$ cat src/hdl/sacr_pkg.sv
// Shared types and constants of the set-associative cache tag store.
`timescale 1ns / 1ps
package sacr_pkg;

   localparam int ADDR_W      = 32;
   localparam int TAG_W       = 32;
   localparam int COUNT_W     = 32;
   localparam int OFFSET_W    = 3;
   localparam int INDEX_W     = 3;
   localparam int WAYS_W      = 4;
   localparam int CSR_INDEX_W = 2;
   localparam int CSR_DATA_W  = 4;
   localparam int SHIFT_W     = 4;
   // Widest set index that the index_bits field can describe.
   localparam int IX_W        = (1 << INDEX_W) - 1;
   localparam int IX_RANGE    = 1 << IX_W;

   localparam logic [CSR_INDEX_W-1:0] CSR_OFFSET_BITS = 2'd0;
   localparam logic [CSR_INDEX_W-1:0] CSR_INDEX_BITS  = 2'd1;
   localparam logic [CSR_INDEX_W-1:0] CSR_WAYS_IN_USE = 2'd2;

   localparam logic [OFFSET_W-1:0] OFFSET_RESET = 3'd4;
   localparam logic [INDEX_W-1:0]  INDEX_RESET  = 3'd4;
   localparam logic [WAYS_W-1:0]   WAYS_RESET   = 4'd8;

   localparam logic OP_READ  = 1'b0;
   localparam logic OP_WRITE = 1'b1;

   typedef struct packed {
      logic valid;
      logic used;
      logic dirty;
   } line_state_type;

   typedef struct packed {
      logic match;
      logic candidate;
   } way_eval_type;

endpackage

$ cat src/hdl/sacr_way_unit.sv
// Shared per-way compare unit: tag match and replacement candidacy of one way.
`timescale 1ns / 1ps
module sacr_way_unit (
   input  sacr_pkg::line_state_type    line_state,
   input  logic [sacr_pkg::TAG_W-1:0]  stored_tag,
   input  logic [sacr_pkg::TAG_W-1:0]  lookup_tag,
   output sacr_pkg::way_eval_type      result
);
   import sacr_pkg::*;

   logic tag_equal;

   assign tag_equal        = (stored_tag == lookup_tag);
   assign result.match     = line_state.valid && tag_equal;
   // A way whose use bit is clear, or that holds nothing, can take the new line.
   assign result.candidate = !(line_state.valid && line_state.used);

endmodule

$ cat config.mk
export PLATFORM = sky130hd
export DESIGN_NAME = sacr_way_unit
export DESIGN_NICKNAME = d
export VERILOG_FILES = /design/src/hdl/sacr_pkg.sv /design/src/hdl/sacr_way_unit.sv
export SDC_FILE = /design/constraint.sdc
export NUM_CORES = 1
export LEC_CHECK = 0
export BUFFER_PORTS_ARGS = -buffer_cell sky130_fd_sc_hd__buf_2
export CAP_MARGIN = 25
export CORE_MARGIN = 4
export CORE_UTILIZATION = 27
export DETAILED_ROUTE_END_ITERATION = 10
export PLACE_DENSITY = 0.84
export SYNTH_ARGS = -nofsm -noshare
export SYNTH_HDL_FRONTEND = slang
export SYNTH_SLANG_ARGS = --single-unit
$ cat constraint.sdc
create_clock -name vclk -period 1.2
set_input_delay 0.18 -clock vclk [all_inputs]
set_output_delay 0.18 -clock vclk [all_outputs]
set_load 0.01 [all_outputs]
# ---- Word level (Yosys, flattened, before mapping)
# Cells that the tools add are included.
dict set report word_totals {
  output_inout_bits 2
  reg_bits 0
}
dict set report op_classes {
  reduce_logical 3
  n_eq_ne 1
}
# op count
set ops {}
lappend ops {{32-bit == test} 1}
lappend ops {{1-bit logical AND} 2}
lappend ops {{1-bit zero test} 1}

# ---- Logic depth before layout (Yosys ltp)
# Gate-level depths: netlist of run 1.
dict set report depth {
  ltp_word 2
  depth_mapped 4
  ltp_nobuf 4
}

# ---- Worst setup path after synthesis of run 1
# No wires, ideal clock.
dict set report synth_path {
  path_type {input to output}
  start {in lookup_tag[26] in the netlist's numbering}
  end {out result[1] in the netlist's numbering}
  path_slack_ns 0.066
  path_buffers 0
  path_stages 4
  arrival_time_ns 0.954
  cell_sequence {xor2_1 -> nor4_1 -> nand4_1 -> nor3_2}
}
# element line_no
set synth_rtl {}
lappend synth_rtl {{from (decl)} sacr_way_unit.sv:6} ;# input logic [sacr_pkg::TAG_W-1:0] lookup_tag,
lappend synth_rtl {{to (decl)} sacr_way_unit.sv:7} ;# output sacr_pkg::way_eval_type result

==> impl_metrics.json, run 1 <==
{
  "yosysTopAreaCell": "xor2_1",
  "synth_commonest_cells": "31 x xor2_1, 7 x nor4_1, 2 x nand3_1",
  "setup_violations": 1,
  "dr.pass1.iters": 1,
  "hold_depth": 3,
  "slew_headroom_pct": 84.3,
  "fillers": 88,
  "nets": 182,
  "portBuffers": 68,
  "fp.dieW_um": 44.5,
  "drc": 0,
  "yosys.area.top_type_share_pct": 75.6,
  "holdBufCountCts": 0,
  "die_y_um": 44.5,
  "io_pins": 69,
  "slew_viol_final": 0,
  "failed_checks": "negative setup slack",
  "syn_area_um2": 359,
  "power_leakage_nw": 0.423,
  "grt_max_degree": 3,
  "synth_compound_area_share_pct": 0,
  "p_per_area_nw_per_um2": 298,
  "gp_routability_congestion": 0.663,
  "min_from": "line_state[1]",
  "nClkBuffers": 0,
  "min_period_over_period_pct": 109,
  "regArea_um2": 0,
  "yosysSeqAreaShare_pct": 0,
  "maxCapViolCount": 0,
  "endpoint_kind": "output port",
  "syn_to_final_growth_pct": 114,
  "fmax_ghz": 0.762,
  "muxShareOfSynthArea_pct": 0,
  "synth_cell_types": 8,
  "postSynthAreaPerCell_um2": 7.98,
  "yosysMostFrequentCell": "xor2_1",
  "startpoint_type": "input pin",
  "routedWlPerCell_um": 10.6,
  "coreArea_um2": 1170,
  "finish.utilization_pct": 65.6,
  "syn_nets": 112,
  "seq_cells": 0,
  "finalSetupTns_ps": -113,
  "crit_fanout": 1,
  "required_ps": 1020,
  "drive_above_1_share_pct": 63.7,
  "grt_use_total_pct": 12.7,
  "synthCells": 45,
  "yosys.area_share.simple_pct": 22.0,
  "hold_path.class": "in2out",
  "finalCriticalPeriod_ps": 1310,
  "drt_iter0_markers": 0,
  "grt_pass1_vias": 564,
  "peakVddDrop_v": 0.000156,
  "hold_viol": 0,
  "synthAdderAreaFrac_pct": 0,
  "status": "finished, violations left",
  "arrival_ps": 1130,
  "grt_setup_unrepaired": "true",
  "ant_nets": 0,
  "vias_per_cell": 4.40,
  "synth_area_leaders": "xor2_1 76%, nor4_1 12%, nand3_1 2.8%",
  "num_rows": 12,
  "vias": 559,
  "diodes": 0,
  "critical_path_class": "in2out",
  "start_util_pct": 30.7,
  "dp_hpwl_um": 1270,
  "antenna_found_initial": 0,
  "grt_pass1_wl_um": 2010,
  "multi_input_area_um2": 379,
  "tightestPinTransition_ps": 234,
  "fin_ws_ps": -113,
  "grt.overflow.total": 0,
  "synth_top_family_by_area": "XOR/XNOR gates",
  "ys_warn_count": 0,
  "min_to": "result[0]",
  "dieArea_um2": 1980,
  "drt-total-wl_um": 1340,
  "synth-xor-area-share_pct": 78.0
}
-- through the flow --
step | instance area [um2] | std cells | hold slack, ps | power, mW | setup WS [ps]
floorplan | 359 | 45 | 426 | 0.0789 | 65.8
global placement | 717 | 127 | 599 | 0.205 | -220
detailed placement | 717 | 127 | 603 | 0.212 | -248
CTS | 742 | 127 | 603 | 0.222 | -146
global route | 768 | 127 | 624 | 0.256 | -260
finish | 768 | 127 | 603 | 0.229 | -113
-- repair_timing --
item	4_1_cts	5_1_grt
gates resized for setup	4	4
setup endpoints to repair	1	1
setup buffers	0	0
pin swaps	9	3
-- cells by family after synthesis --
logic type,after synthesis
and+or+nand+nor,13
xor gates and xnor gates,32
-- layer usage --
metal  wire, um  GRT usage (%)  vias up
met5          0              0        -
met4          0              0        0
met3        246           2.44        0
met2        705           26.9       47
met1        390           12.9      222
li1           -              -      290
-- critical path: stages --
cell and delay, ps:
buf_6 100, xor2_2 160, nor4_2 280, nand4_1 150
nor3_2 110, buf_2 150
-- final cells by class --
type / instances / area share [%]
timing repair buffer: 68 / 48.4
multi-input combinational: 45 / 49.3
tap: 14 / 2.28
-- cell usage in the layout, fill, tap and decap left out --
cell type and n:
buf_2 63, xor2_1 30, nor4_1 5, buf_6 5, nor4_2 2, nand3_1 2, xor2_2 1, nand4_1 1
xnor2_1 1, nor3_1 1, nor3_2 1, nand2_1 1
-- where the power goes --
| part | switching (mW) | total, mW | internal [mW] |
|---|---|---|---|
| registers | 0 | 0 | 0 |
| logic | 0.0893 | 0.229 | 0.140 |
| clock network | 0 | 0 | 0 |
| total | 0.0893 | 0.229 | 0.140 |
-- worst max-delay path by stage --
stage	startpoint	end	slack, ps	cells after the start
2_1_floorplan	lookup_tag[26]	result[1]	70	4
3_3_place_gp	lookup_tag[29]	result[1]	-220	6
3_5_place_dp	lookup_tag[29]	result[1]	-250	6
4_1_cts	stored_tag[7]	result[1]	-150	6
5_1_grt	stored_tag[8]	result[1]	-260	6
6_report	lookup_tag[8]	result[1]	-110	6
(Power assumes the default switching activity.)
==> run 2, diff against run 1 <==
--- a/config.mk
+++ b/config.mk
@@ -8,9 +8,10 @@
 export BUFFER_PORTS_ARGS = -buffer_cell sky130_fd_sc_hd__buf_2
 export CAP_MARGIN = 25
 export CORE_MARGIN = 4
-export CORE_UTILIZATION = 27
+export CORE_UTILIZATION = 24
 export DETAILED_ROUTE_END_ITERATION = 10
-export PLACE_DENSITY = 0.84
+export PLACE_DENSITY = 0.79
+export SETUP_SLACK_MARGIN = 0.4
 export SYNTH_ARGS = -nofsm -noshare
 export SYNTH_HDL_FRONTEND = slang
 export SYNTH_SLANG_ARGS = --single-unit
==> constraint.sdc (replaced) <==
create_clock -name vclk -period 1.19
set_input_delay 0.1785 -clock vclk [all_inputs]
set_output_delay 0.1785 -clock vclk [all_outputs]
set_load 0.01 [all_outputs]
==> impl_metrics.json, run 2 (synthesis gave the netlist of run 1 again) <==
{
  "vias": 557,
  "portBuffers": 68,
  "dp_hpwl_um": 1290,
  "finish.utilization_pct": 59.8,
  "p_comb_share_pct": 100.0,
  "drive_above_1_share_pct": 66.4,
  "p_per_area_nw_per_um2": 307,
  "status": "finished, violations left",
  "finalSetupTns_ps": -153,
  "die_y_um": 46.7,
  "vias_per_cell": 4.35,
  "min_from": "line_state[2]",
  "sequentialPowerShare_pct": 0,
  "hold_depth": 3,
  "slew_viol_final": 0,
  "endpoint_kind": "output port",
  "power_leakage_nw": 0.431,
  "critical_path_class": "in2out",
  "startpoint_type": "input pin",
  "ant_nets": 0,
  "dieArea_um2": 2180,
  "num_rows": 13,
  "fmax_ghz": 0.745,
  "seq_cells": 0,
  "gp_routability_congestion": 0.705,
  "regArea_um2": 0,
  "p_sw_share_pct": 39.8,
  "grt_pass1_vias": 565,
  "min_period_over_period_pct": 113,
  "arrival_ps": 1160,
  "coreArea_um2": 1350,
  "failed_checks": "negative setup slack",
  "hold_path.class": "in2out",
  "nClkBuffers": 0,
  "p_switching_mw": 0.0988,
  "syn_to_final_growth_pct": 125,
  "start_util_pct": 26.6,
  "grt_use_total_pct": 11.9,
  "fp.dieW_um": 46.7,
  "required_ps": 1010,
  "io_pins": 69,
  "pwr-share-clk_pct": 0,
  "nets": 182,
  "slew_headroom_pct": 84.0,
  "hold_viol": 0,
  "peakVddDrop_v": 0.000174,
  "fillers": 128,
  "p_int_mw": 0.149,
  "finalCriticalPeriod_ps": 1340,
  "fin_ws_ps": -153,
  "dr.pass1.iters": 2,
  "grt_setup_unrepaired": "true",
  "min_to": "result[0]",
  "drc": 0,
  "grt_pass1_wl_um": 2010,
  "drt_iter0_markers": 1,
  "maxCapViolCount": 0,
  "final_cell_mix": "60 x buf_2, 30 x xor2_1, 8 x buf_6",
  "total_power_mw": 0.248,
  "grt.overflow.total": 0,
  "setup_violations": 1,
  "drt-total-wl_um": 1520,
  "multi_input_area_um2": 398,
  "diodes": 0,
  "layout.cells.most_common": "buf_2",
  "crit_fanout": 1,
  "grt_max_degree": 3,
  "post_cts_buffers": 0,
  "tightestPinTransition_ps": 238,
  "antenna_found_initial": 0,
  "routedWlPerCell_um": 11.9
}
==> run 2: cell counts in the layout (fill, tap and decap cells not counted) <==
No cell type changed its count.
==> run 2: cell type report <==
type,count,area share (%)
multi-input cells,45,49.3
well taps,15,2.33
repair buffers,68,48.4
==> run 2: through the flow <==
| stage | area (um2) | std cells | worst slack [ps] | hold slack [ps] |
|---|---|---|---|---|
| final | 807 | 128 | -153 | 616 |
| after CTS | 724 | 128 | -209 | 598 |
| after global placement | 718 | 128 | -235 | 598 |
| after global routing | 807 | 128 | -273 | 645 |
| after floorplan | 359 | 45 | 80.7 | 423 |
| after detailed placement | 718 | 128 | -218 | 598 |
==> run 2: timing repair <==
action | CTS | global route
hold endpoints to repair | 0 | 0
gates resized for setup | 1 | 13
pin swaps | 0 | 15
endpoints found under the setup margin | 1 | 1
hold buffers | 0 | 0
==> run 2: worst max path at each step <==
stage                   start   endpoint  slack, ps  depth (start not counted)
2_1_floorplan  lookup_tag[17]  result[1]         80                          4
3_3_place_gp   lookup_tag[27]  result[1]       -240                          6
3_5_place_dp   lookup_tag[27]  result[1]       -220                          6
4_1_cts        lookup_tag[17]  result[1]       -210                          6
5_1_grt        stored_tag[13]  result[1]       -270                          6
6_report       lookup_tag[22]  result[1]       -150                          6
==> run 2: metal layers <==
layer	vias to the layer above	GRT usage (%)	wire (um)
li1	290	-	-
met3	4	1.56	211
met4	0	0	48
met1	215	13.9	483
met5	-	0	0
met2	48	23.9	775
==> run 2: critical path, stage by stage <==
cell     delay, ps
buf_2          100
xor2_1         150
nor4_1         280
nand3_1        130
nor3_2         170
buf_2          160
==> run 2: power groups by stage <==
stage          sequential (mW)  clock (mW)  combinational, mW
5_1_grt                      0           0              0.273
2_1_floorplan                0           0             0.0795
3_3_place_gp                 0           0              0.209
3_5_place_dp                 0           0              0.214
4_1_cts                      0           0              0.218
6_report                     0           0              0.248
